### src/rtl/core/mlq_pkg.sv
// Shared sizes, codes and controller/datapath handshake types for the multi-level queue.
package mlq_pkg;

  localparam int NUM_LEVELS = 4;
  localparam int DEPTH      = 4;
  localparam int DATA_WIDTH = 32;

  localparam int CMD_W    = 2;
  localparam int LEVEL_W  = 2;
  localparam int VALUE_W  = 32;
  localparam int STATUS_W = 2;

  localparam int LVL_IDX_W = (NUM_LEVELS > 1) ? $clog2(NUM_LEVELS) : 1;
  localparam int SLOT_W    = (DEPTH > 1) ? $clog2(DEPTH) : 1;
  localparam int MEM_DEPTH = NUM_LEVELS * DEPTH;
  localparam int ADDR_W    = (MEM_DEPTH > 1) ? $clog2(MEM_DEPTH) : 1;

  typedef enum logic [CMD_W-1:0] {
    CMD_ENQUEUE = 2'd0,
    CMD_DEQUEUE = 2'd1,
    CMD_PEEK    = 2'd2,
    CMD_LIST    = 2'd3
  } cmd_t;

  typedef enum logic [STATUS_W-1:0] {
    ST_OK        = 2'd0,
    ST_UNDERFLOW = 2'd1,
    ST_OVERFLOW  = 2'd2
  } status_t;

  typedef enum logic [1:0] {
    S_IDLE,
    S_EXEC,
    S_READ
  } state_t;

  // controller -> datapath
  typedef struct packed {
    logic    load;
    logic    write;
    logic    read_next;
    logic    pop;
    logic    emit;
    status_t emit_status;
    logic    use_data;
    logic    emit_last;
  } ctrl_cmd_t;

  // datapath -> controller
  typedef struct packed {
    cmd_t cmd;
    logic lvl_ok;
    logic no_data;
    logic full;
    logic at_rear;
  } dp_stat_t;

endpackage

### src/rtl/core/mlq_ctrl.sv
// Sequencer for the multi-level queue: decodes a transaction and steps the datapath.
module mlq_ctrl (
  input  logic               clk,
  input  logic               rst_n,
  input  logic               start,
  output logic               busy,
  input  mlq_pkg::dp_stat_t  stat,
  output mlq_pkg::ctrl_cmd_t ctl
);

  mlq_pkg::state_t state_r, state_nxt;

  always_ff @(posedge clk) begin
    if (!rst_n) begin
      state_r <= mlq_pkg::S_IDLE;
    end else begin
      state_r <= state_nxt;
    end
  end

  always_comb begin
    state_nxt       = state_r;
    ctl             = '0;
    ctl.emit_status = mlq_pkg::ST_OK;
    busy            = 1'b1;
    case (state_r)
      mlq_pkg::S_IDLE: begin
        busy = 1'b0;
        if (start) begin
          ctl.load  = 1'b1;
          state_nxt = mlq_pkg::S_EXEC;
        end
      end
      mlq_pkg::S_EXEC: begin
        if (stat.cmd == mlq_pkg::CMD_ENQUEUE) begin
          ctl.emit      = 1'b1;
          ctl.emit_last = 1'b1;
          if (!stat.lvl_ok || stat.full) begin
            ctl.emit_status = mlq_pkg::ST_OVERFLOW;
          end else begin
            ctl.write = 1'b1;
          end
          state_nxt = mlq_pkg::S_IDLE;
        end else if (!stat.lvl_ok || stat.no_data) begin
          ctl.emit        = 1'b1;
          ctl.emit_last   = 1'b1;
          ctl.emit_status = mlq_pkg::ST_UNDERFLOW;
          state_nxt       = mlq_pkg::S_IDLE;
        end else begin
          // front slot is being read this cycle
          state_nxt = mlq_pkg::S_READ;
        end
      end
      mlq_pkg::S_READ: begin
        ctl.emit     = 1'b1;
        ctl.use_data = 1'b1;
        state_nxt    = mlq_pkg::S_IDLE;
        case (stat.cmd)
          mlq_pkg::CMD_DEQUEUE: begin
            ctl.pop       = 1'b1;
            ctl.emit_last = 1'b1;
          end
          mlq_pkg::CMD_LIST: begin
            ctl.emit_last = stat.at_rear;
            if (!stat.at_rear) begin
              ctl.read_next = 1'b1;
              state_nxt     = mlq_pkg::S_READ;
            end
          end
          default: begin
            ctl.emit_last = 1'b1;
          end
        endcase
      end
      default: begin
        state_nxt = mlq_pkg::S_IDLE;
      end
    endcase
  end

`ifndef NO_ASSERTIONS
  a_single_cycle_cmds: assert property (@(posedge clk) disable iff (!rst_n)
    (state_r == mlq_pkg::S_READ && stat.cmd != mlq_pkg::CMD_LIST) |=>
      (state_r == mlq_pkg::S_IDLE))
    else $error("dequeue/peek held the sequencer past one result");
  a_list_ends_on_last: assert property (@(posedge clk) disable iff (!rst_n)
    (ctl.emit && !ctl.emit_last) |=> (state_r == mlq_pkg::S_READ))
    else $error("list stopped before its final element");
`endif

endmodule

### src/rtl/core/mlq_datapath.sv
// Queue storage, per-level front/rear pointers and the registered result stage.
module mlq_datapath (
  input  logic                                clk,
  input  logic                                rst_n,
  input  logic [mlq_pkg::CMD_W-1:0]           in_command,
  input  logic [mlq_pkg::LEVEL_W-1:0]         in_level,
  input  logic signed [mlq_pkg::VALUE_W-1:0]  in_value,
  input  mlq_pkg::ctrl_cmd_t                  ctl,
  output mlq_pkg::dp_stat_t                   stat,
  output logic                                out_valid,
  output logic [mlq_pkg::STATUS_W-1:0]        out_status,
  output logic signed [mlq_pkg::VALUE_W-1:0]  out_result_value,
  output logic                                out_last
);

  localparam int SLOT_W = mlq_pkg::SLOT_W;
  localparam int LIDX_W = mlq_pkg::LVL_IDX_W;
  localparam int ADDR_W = mlq_pkg::ADDR_W;
  localparam int DW     = mlq_pkg::DATA_WIDTH;

  // latched transaction
  mlq_pkg::cmd_t                       item_cmd_r;
  logic [mlq_pkg::LEVEL_W-1:0]         item_level_r;
  logic signed [mlq_pkg::VALUE_W-1:0]  item_value_r;

  logic [SLOT_W-1:0] front_r [mlq_pkg::NUM_LEVELS];
  logic [SLOT_W-1:0] rear_r  [mlq_pkg::NUM_LEVELS];
  logic [mlq_pkg::NUM_LEVELS-1:0] lvl_empty_r;

  logic [SLOT_W-1:0] idx_r;

  logic signed [DW-1:0] mem [mlq_pkg::MEM_DEPTH];
  logic signed [DW-1:0] rd_data_r;

  logic                         out_valid_r;
  logic [mlq_pkg::STATUS_W-1:0] out_status_r;
  logic signed [mlq_pkg::VALUE_W-1:0] out_value_r;
  logic                         out_last_r;

  logic [LIDX_W-1:0] lvl_idx;
  logic              lvl_ok;
  logic [SLOT_W-1:0] front_sel, rear_sel, wr_slot, rd_slot;
  logic              empty_sel;
  logic [ADDR_W-1:0] wr_addr, rd_addr;

  function automatic logic [ADDR_W-1:0] slot_addr(logic [LIDX_W-1:0] lvl,
                                                  logic [SLOT_W-1:0] slot);
    return ADDR_W'(lvl) * ADDR_W'(mlq_pkg::DEPTH) + ADDR_W'(slot);
  endfunction

  assign lvl_idx   = LIDX_W'(item_level_r);
  assign lvl_ok    = (32'(item_level_r) < mlq_pkg::NUM_LEVELS);
  assign front_sel = front_r[lvl_idx];
  assign rear_sel  = rear_r[lvl_idx];
  assign empty_sel = lvl_empty_r[lvl_idx];

  assign wr_slot = empty_sel ? '0 : rear_sel + SLOT_W'(1);
  assign rd_slot = ctl.read_next ? idx_r + SLOT_W'(1) : front_sel;
  assign wr_addr = slot_addr(lvl_idx, wr_slot);
  assign rd_addr = slot_addr(lvl_idx, rd_slot);

  assign stat.cmd     = item_cmd_r;
  assign stat.lvl_ok  = lvl_ok;
  assign stat.no_data = empty_sel || (front_sel > rear_sel);
  assign stat.full    = !empty_sel && (rear_sel == SLOT_W'(mlq_pkg::DEPTH - 1));
  assign stat.at_rear = (idx_r == rear_sel);

  always_ff @(posedge clk) begin
    if (ctl.load) begin
      item_cmd_r   <= mlq_pkg::cmd_t'(in_command);
      item_level_r <= in_level;
      item_value_r <= in_value;
    end
    idx_r <= ctl.read_next ? idx_r + SLOT_W'(1) : front_sel;
  end

  always_ff @(posedge clk) begin
    if (ctl.write) begin
      mem[wr_addr] <= DW'(item_value_r);
    end
    rd_data_r <= mem[rd_addr];
  end

  always_ff @(posedge clk) begin
    if (!rst_n) begin
      for (int i = 0; i < mlq_pkg::NUM_LEVELS; i++) begin
        front_r[i] <= '0;
        rear_r[i]  <= '0;
      end
      lvl_empty_r <= '1;
    end else if (ctl.write) begin
      if (empty_sel) begin
        front_r[lvl_idx]     <= '0;
        lvl_empty_r[lvl_idx] <= 1'b0;
      end
      rear_r[lvl_idx] <= wr_slot;
    end else if (ctl.pop) begin
      if (front_sel == rear_sel) begin
        // last element gone: level restarts from slot zero
        front_r[lvl_idx]     <= '0;
        rear_r[lvl_idx]      <= '0;
        lvl_empty_r[lvl_idx] <= 1'b1;
      end else begin
        front_r[lvl_idx] <= front_sel + SLOT_W'(1);
      end
    end
  end

  always_ff @(posedge clk) begin
    if (!rst_n) begin
      out_valid_r <= 1'b0;
    end else begin
      out_valid_r <= ctl.emit;
    end
  end

  always_ff @(posedge clk) begin
    if (ctl.emit) begin
      out_status_r <= ctl.emit_status;
      out_value_r  <= ctl.use_data ? mlq_pkg::VALUE_W'(rd_data_r) : '0;
      out_last_r   <= ctl.emit_last;
    end
  end

  assign out_valid        = out_valid_r;
  assign out_status       = out_status_r;
  assign out_result_value = out_value_r;
  assign out_last         = out_last_r;

`ifndef NO_ASSERTIONS
  a_no_write_when_full: assert property (@(posedge clk) disable iff (!rst_n)
    ctl.write |-> (lvl_ok && !stat.full))
    else $error("enqueue written into a full or invalid level");
  a_no_pop_when_empty: assert property (@(posedge clk) disable iff (!rst_n)
    ctl.pop |-> (lvl_ok && !stat.no_data))
    else $error("dequeue from an empty level");
  a_error_value_zero: assert property (@(posedge clk) disable iff (!rst_n)
    (out_valid_r && out_status_r != mlq_pkg::ST_OK) |-> (out_value_r == '0))
    else $error("error result carries a nonzero value");
  for (genvar g = 0; g < mlq_pkg::NUM_LEVELS; g++) begin : g_ptr_chk
    a_front_le_rear: assert property (@(posedge clk) disable iff (!rst_n)
      !lvl_empty_r[g] |-> (front_r[g] <= rear_r[g]))
      else $error("front pointer passed rear pointer");
  end
`endif

endmodule

### src/rtl/core/multi_level_linear_queue.sv
// Enqueue, overflow and underflow results are emitted from the execute state; dequeue and
// peek from the read state, after the registered read of the queue store; a list of n
// elements gives one result per cycle there; all pass the registered result stage.
// A new transaction is taken only when the sequencer is back in idle (busy low).
// Synchronous active-low reset empties every level; queue data is not cleared.
// Results are one-cycle strobes on out_valid; the receiver cannot stall.
module multi_level_linear_queue (
  input  logic                                clk,
  input  logic                                rst_n,
  input  logic                                start,
  output logic                                busy,
  input  logic [mlq_pkg::CMD_W-1:0]           in_command,
  input  logic [mlq_pkg::LEVEL_W-1:0]         in_level,
  input  logic signed [mlq_pkg::VALUE_W-1:0]  in_value,
  output logic                                out_valid,
  output logic [mlq_pkg::STATUS_W-1:0]        out_status,
  output logic signed [mlq_pkg::VALUE_W-1:0]  out_result_value,
  output logic                                out_last
);

  mlq_pkg::ctrl_cmd_t ctl;
  mlq_pkg::dp_stat_t  stat;

  mlq_ctrl u_ctrl (
    .clk   (clk),
    .rst_n (rst_n),
    .start (start),
    .busy  (busy),
    .stat  (stat),
    .ctl   (ctl)
  );

  mlq_datapath u_datapath (
    .clk              (clk),
    .rst_n            (rst_n),
    .in_command       (in_command),
    .in_level         (in_level),
    .in_value         (in_value),
    .ctl              (ctl),
    .stat             (stat),
    .out_valid        (out_valid),
    .out_status       (out_status),
    .out_result_value (out_result_value),
    .out_last         (out_last)
  );

endmodule

### config.mk
export PLATFORM = sky130hd
export DESIGN_NAME = multi_level_linear_queue
export DESIGN_NICKNAME = d
export VERILOG_FILES = /design/src/rtl/core/mlq_pkg.sv /design/src/rtl/core/mlq_ctrl.sv /design/src/rtl/core/mlq_datapath.sv /design/src/rtl/core/multi_level_linear_queue.sv
export SDC_FILE = /design/constraint.sdc
export NUM_CORES = 1
export LEC_CHECK = 0
export ABC_AREA = 1
export ABC_CLOCK_PERIOD_IN_PS = 4000
export BUFFER_PORTS_ARGS = -buffer_cell sky130_fd_sc_hd__buf_2
export CAP_MARGIN = 40
export CORE_ASPECT_RATIO = 1.2
export CORE_MARGIN = 2
export CORE_UTILIZATION = 55
export DETAILED_ROUTE_END_ITERATION = 12
export PLACE_DENSITY = 0.72
export RECOVER_POWER = 25
export SLEW_MARGIN = 20
export SYNTH_ARGS = -nofsm -noshare
export SYNTH_HDL_FRONTEND = slang
export SYNTH_HIERARCHICAL = 1
export SYNTH_SLANG_ARGS = --single-unit
### constraint.sdc
create_clock -name clk -period 4 [get_ports clk]
set_clock_uncertainty 0.05 [all_clocks]
set_input_delay 0.4 -clock clk [delete_from_list [all_inputs] [get_ports clk]]
set_output_delay 0.4 -clock clk [all_outputs]
set_load 0.005 [all_outputs]
### After elaboration in Yosys (flattened, before gate mapping)

Memory sizes are Yosys's and may differ from the RTL's. A register that Yosys moved wholly into a read port is not among the register bits.
Cells that the tools add are included.
W data, S select, Z words.

| word-level totals | value |
|---|---|
| output and inout bits | 37 |
| bits of input ports | 39 |
| memories | 3 |
| word-level logic and storage cells | 112 |
| bits in registers | 80 |
| memory bits (writable) | 528 |

Memories:

| name | depth | width | read ports | clocked after memory_dff | wr ports | line | text |
|---|---|---|---|---|---|---|---|
| u_datapath.mem | 16 | 32 | 1 | 1 | 1 | mlq_datapath.sv:32 | `logic signed [DW-1:0] mem [mlq_pkg::MEM_DEPTH];` |
| u_datapath.front_r | 4 | 2 | 1 | 1 | 4 | mlq_datapath.sv:26 | `logic [SLOT_W-1:0] front_r [mlq_pkg::NUM_LEVELS];` |
| u_datapath.rear_r | 4 | 2 | 1 | 1 | 4 | mlq_datapath.sv:27 | `logic [SLOT_W-1:0] rear_r [mlq_pkg::NUM_LEVELS];` |

| operators by class | value |
|---|---|
| bitwise gates (word level) | 6 |
| reductions and logical operators | 11 |
| magnitude comparators | 3 |
| equality and inequality tests | 9 |
| $add $sub $neg | 5 |
| mux-type cells | 65 |

Operators with widths:

| kind | number |
|---|---|
| $mux W1 | 36 |
| $mux W2 | 18 |
| $mux W4 | 4 |
| $add A4 B2 Y4 | 2 |
| $add A2 B1 Y2 const B | 3 |
| $eq A2 B2 Y1 const B | 3 |
| $mux W3 | 2 |
| $pmux W2 S3 | 1 |
| $and A4 B4 Y4 | 1 |
| $eq A2 B1 Y1 const B | 2 |
| $eq A2 B2 Y1 | 2 |
| $logic_not A2 Y1 | 2 |
| $not A4 Y4 | 1 |
| $or A4 B4 Y4 | 1 |
| $pmux W1 S2 | 2 |
| $reduce_bool A2 Y1 | 2 |
| $reduce_or A2 Y1 | 2 |
| $lt A2 B3 Y1 const B | 1 |
| $or A1 B1 Y1 | 3 |
| $reduce_and A3 Y1 | 1 |
| $bmux W1 S2 | 1 |
| $demux W1 S2 | 1 |
| $ge A2 B1 Y1 const B | 1 |
| $gt A2 B2 Y1 | 1 |
| 5 further kinds | 6 |

### Depth between registers and ports, before layout

| logic depth | value |
|---|---|
| word-level depth | 14 |
| depth in mapped cells | 23 |
| depth with buffers taken out | 20 |

### Hierarchy

The synthesis kept the hierarchy.

By module, submodules not included:

| module | cells an instance | seq. area each (sq um) | times used | area each (sq um) |
|---|---|---|---|---|
| mlq_datapath | 2678 | 18808.0 | 1 | 27605.2 |
| mlq_ctrl | 46 | 40.0 | 1 | 287.8 |

### Worst setup path before layout

Ideal clock, no wire load.

| timing path | value |
|---|---|
| kind | register to register |
| start point | register with a tool-made name |
| end point | memory u_datapath/mem[0][0] in the netlist's numbering (enable) |
| period minus slack after synthesis | 3.415 ns |
| required time | 3.529 ns |
| slack | 0.585 ns |
| buffers on the path | 2 |
| data arrival time | 2.944 ns |
| setup time | 0.421 ns |
| cell stages (with the launch flop) | 14 |
| cell sequence | dfxtp_1 -> buf_6 -> inv_6 -> nand2_1 -> nand3_1 -> nand2_1 -> inv_1 -> ha_1 -> inv_1 -> nor2_1 -> nor3_1 -> clkbuf_1 -> nand2_1 -> nor2_1 |

RTL lines:

| what | line |
|---|---|
| end, declared | mlq_datapath.sv:32 |

==> results.txt <==
The flow ran to the end, and the final reports show no timing, DRC or antenna violations. The minimum period implied by the final worst setup slack is 3410 ps. After routing the design area is 31500 µm². The number of ports placed on the die boundary is 76. In the synthesized netlist, the number of instances is 2724.

Wire segments on met3 add up to 5430 µm in the final route. After detailed placement, the total cell area comes to 29100 µm². The met2 routed wirelength came out at 32000 µm. In this run the top signal layer used is met4. The maximum VDD drop came out at 0.332 mV. Data on the critical path is required at its endpoint by 4470 ps. The data arrival at the endpoint of the critical path came out at 3880 ps. For this run, the register share of the synthesized area comes to 0.676.

After clock tree synthesis, the repair step resized 0 gates. The global-route wire length before repair came out at 101000 µm. Walking the worst path, the cells encountered are inv_6 -> nand2_1 -> nand3_1 -> nand2_1 -> inv_1 -> nand2_1 -> a21oi_1 -> inv_1 -> nand4_1 -> inv_1 -> inv_2 -> nand3_4 -> buf_12 -> nand3_1 -> nand3_1 -> nand2_1 -> nand2_1 -> nand2_1 -> inv_1 -> nand2_1.

The number of buffers added by the clock tree synthesis step is 61. The tree is rooted in a clkbuf_16. The initial detailed-routing violation count came out at 1552. The share of synthesized area in the top cell type comes to 0.645. TritonCTS built the clock tree. The startpoint identified for the worst hold timing path is start. The number of cells on the worst reg-to-reg path is 20. The largest single stage delay on the critical path is 560 ps. Together, buffers and inverters on the worst path number 7. The commonest non-fill, non-tap cell in the layout is nand2_1. The length of routed wiring on met1 came out at 26100 µm.

The instance count on the critical path came out at 20. The detail-routed via count per cell is 5.37. The post-synthesis cell type with the largest combined area is edfxtp_1.

The worst register-to-register path has a setup slack of 590 ps. The latest clock arrival within the worst-skew pair is 620 ps. The maximum buffer depth of the clock tree came out at 3. The number of input and output port buffers inserted is 75. The H-tree depth is 2. 0 antenna diodes ended up in the layout. On the critical path the largest part of the delay comes from buffers and inverters. The width of the die is 210 µm. The area of the mapped netlist came out at 27900 µm².

The capturing point of the worst reg2reg path is u_datapath/rd_data_r[21]. Routability-driven placement finished with a final weighted congestion of 0.830. The total of warnings raised by yosys is 6. By area the synthesized netlist is led by edfxtp_1, nand3_1, nand2_1.

The floorplan step defined a die boundary enclosing 52500 µm². The largest net degree at the start of global routing came out at 182. The endpoint of the worst hold path is u_ctrl/state_r[1]. The total routed wirelength is 65900 µm. The number of antenna violations at the first check in global routing is 0. The period utilization is 0.852. The number of failing hold endpoints at the final stage is 0. The top achievable clock speed came out at 0.293 GHz. The net count after synthesis came out at 2772. In the final routed layout, each cell accounts on average for 18.8 µm. The total half-perimeter wirelength after legalization and detailed placement came out at 34400 µm.

The number of distinct library cells after synthesis is 30. The net count of the finished layout is 2857. The ratio of cells with drive above 1 in the final layout is 0.0839. The initial utilization of the core area, before any placement, comes to 0.555. The critical path is of the reg2reg type.

The kind of end point of the critical path is a flop. The initialized floorplan defines 90 standard-cell rows. The via count of the first global-routing pass was 18200. The cell with the most instances on the worst path is nand2_1. Power spread over the standard cell area amounts to 516 nW/µm². The final setup TNS came out at 0 ps. The remaining global-route overflow came out at 0. Compared with the post-synthesis result, the final layout area differs by 12.9%. The post-synthesis register bit count came out at 642. The type of the worst min-delay path is in2reg. The first TritonRoute pass finished after 6 iterations. The transition at the pin with the smallest max-transition slack is 943 ps. The tool flagged a number of max-cap violations equal to 0. After detailed routing, the number of remaining DRC violations is 0. The number of pins exceeding their max-slew limit in the final report is 0. The remaining max-slew budget at the tightest pin is 0.371.

Once the clock tree was built, the setup fixing pass inserted 0 buffers. The total number of vias is 18800. The floorplan core area is 50200 µm². The number of filler instances in the final layout came out at 3815. For this run, the total global-route usage over all layers was measured as 0.253. The number of setup violations in the final report came out at 0. STA classifies the critical path startpoint as a flop.

The depth of the worst hold-timing path is 4. Leaving out fill and tap cells, the most frequent cells in the layout are nand2_1, inv_1, edfxtp_1. The leakage power total came out at 0.0140 µW. Setup repair after global routing left no endpoint under its margin. The die boundary height came out at 251 µm.

The count of clock tree sinks came out at 642. The residual antenna-violating net count after detailed routing came out at 0. The largest fanout on the critical path is 181. Clock-pin slew was measured on the worst setup and hold paths at 60 ps. The number of buffers added to fix hold violations after cts is 36. For this design, the slowest cell found on the critical path is buf_12. The average instance area after synthesis is 10.2 µm².
-- through the flow --
| step | total power [µW] | instances | util | hold WS [ps] | setup slack [ps] |
|---|---|---|---|---|---|
| floorplan | 9750 | 2724 | - | 379 | 585 |
| finish | 16200 | 3504 | 0.627 | 56.4 | 592 |
| global route | 16900 | 3504 | 0.627 | 68.2 | 367 |
| global placement | 10400 | 3352 | 0.579 | 393 | 871 |
| CTS | 16300 | 3503 | 0.627 | 37.1 | 710 |
| detailed placement | 10400 | 3353 | 0.579 | 398 | 718 |
-- cell usage after synthesis --
master and number:
nand2_1 679, inv_1 610, edfxtp_1 599, nand3_1 537, buf_2 51, dfxtp_1 43, nor2_1 40, nand3b_1 32
clkbuf_1 31, buf_1 19, buf_4 18, buf_6 17, ha_1 9, a21oi_1 8, o21ai_0 7, inv_2 5
nand2_2 3, nand2_4 2, o21ai_2 2, xnor2_1 2, buf_8 1, conb_1 1, inv_6 1, nand3_2 1
nand4_1 1, nor3_1 1, o211ai_1 1, o21ai_1 1, or2_0 1, xor2_1 1
-- metal layers --
metal / vias up / GRT usage
met4: 0 / 0.0993
met5: - / 0
met3: 169 / 0.0379
met1: 8968 / 0.331
met2: 800 / 0.430
li1: 8867 / -
-- logic make-up after synthesis --
group / synth area share
other: 0.000134
AOI/OAI and AO/OA: 0.00377
adders and majority gates: 0.00404
xor gates and xnor gates: 0.000942
buffers and inverters: 0.111
and+or+nand+nor: 0.204
DFF: 0.676
-- report_power, final --
group	switching (µW)	internal, µW	leakage, µW
Sequential	206	7660	0.00579
Clock	2470	3400	0.000990
Combinational	1710	790	0.00723
Total	4390	11900	0.0140
-- final cells by class --
cell class                      instances  area [µm²]  share of cell area
Multi-Input combinational cell       1329        6130               0.195
Clock inverter                         44         452              0.0143
Timing Repair Buffer                  159        1360              0.0430
Sequential cell                       642       18800               0.599
Inverter                              616        2320              0.0736
Tap cell                              644         806              0.0256
Clock buffer                           70        1580              0.0502
-- worst max-delay path by stage --
stage                          endpoint
6_report       u_datapath/rd_data_r[21]
4_1_cts         u_datapath/rd_data_r[4]
3_5_place_dp    u_datapath/rd_data_r[4]
5_1_grt         u_datapath/rd_data_r[4]
2_1_floorplan      u_datapath/mem[0][0]
3_3_place_gp      u_datapath/mem[8][19]
-- flip-flops by register name, summed over array words and instances, names as in the netlist, named ones only --
signal and flops:
u_ctrl/state_r 2, u_datapath/front_r 8, u_datapath/idx_r 2, u_datapath/item_cmd_r 2, u_datapath/item_level_r 2, u_datapath/item_value_r 32
u_datapath/mem 512, u_datapath/out_last 1, u_datapath/out_result_value 32, u_datapath/out_status 2, u_datapath/out_valid 1, u_datapath/rd_data_r 32
u_datapath/rear_r 8
-- worst min-delay path, delay by kind of cell --
family          cells  cell delay (ps)
compound gates      1               60
simple gates        1               60
buf+inv             2              150
No activity file was read; power rests on OpenSTA's default activity.
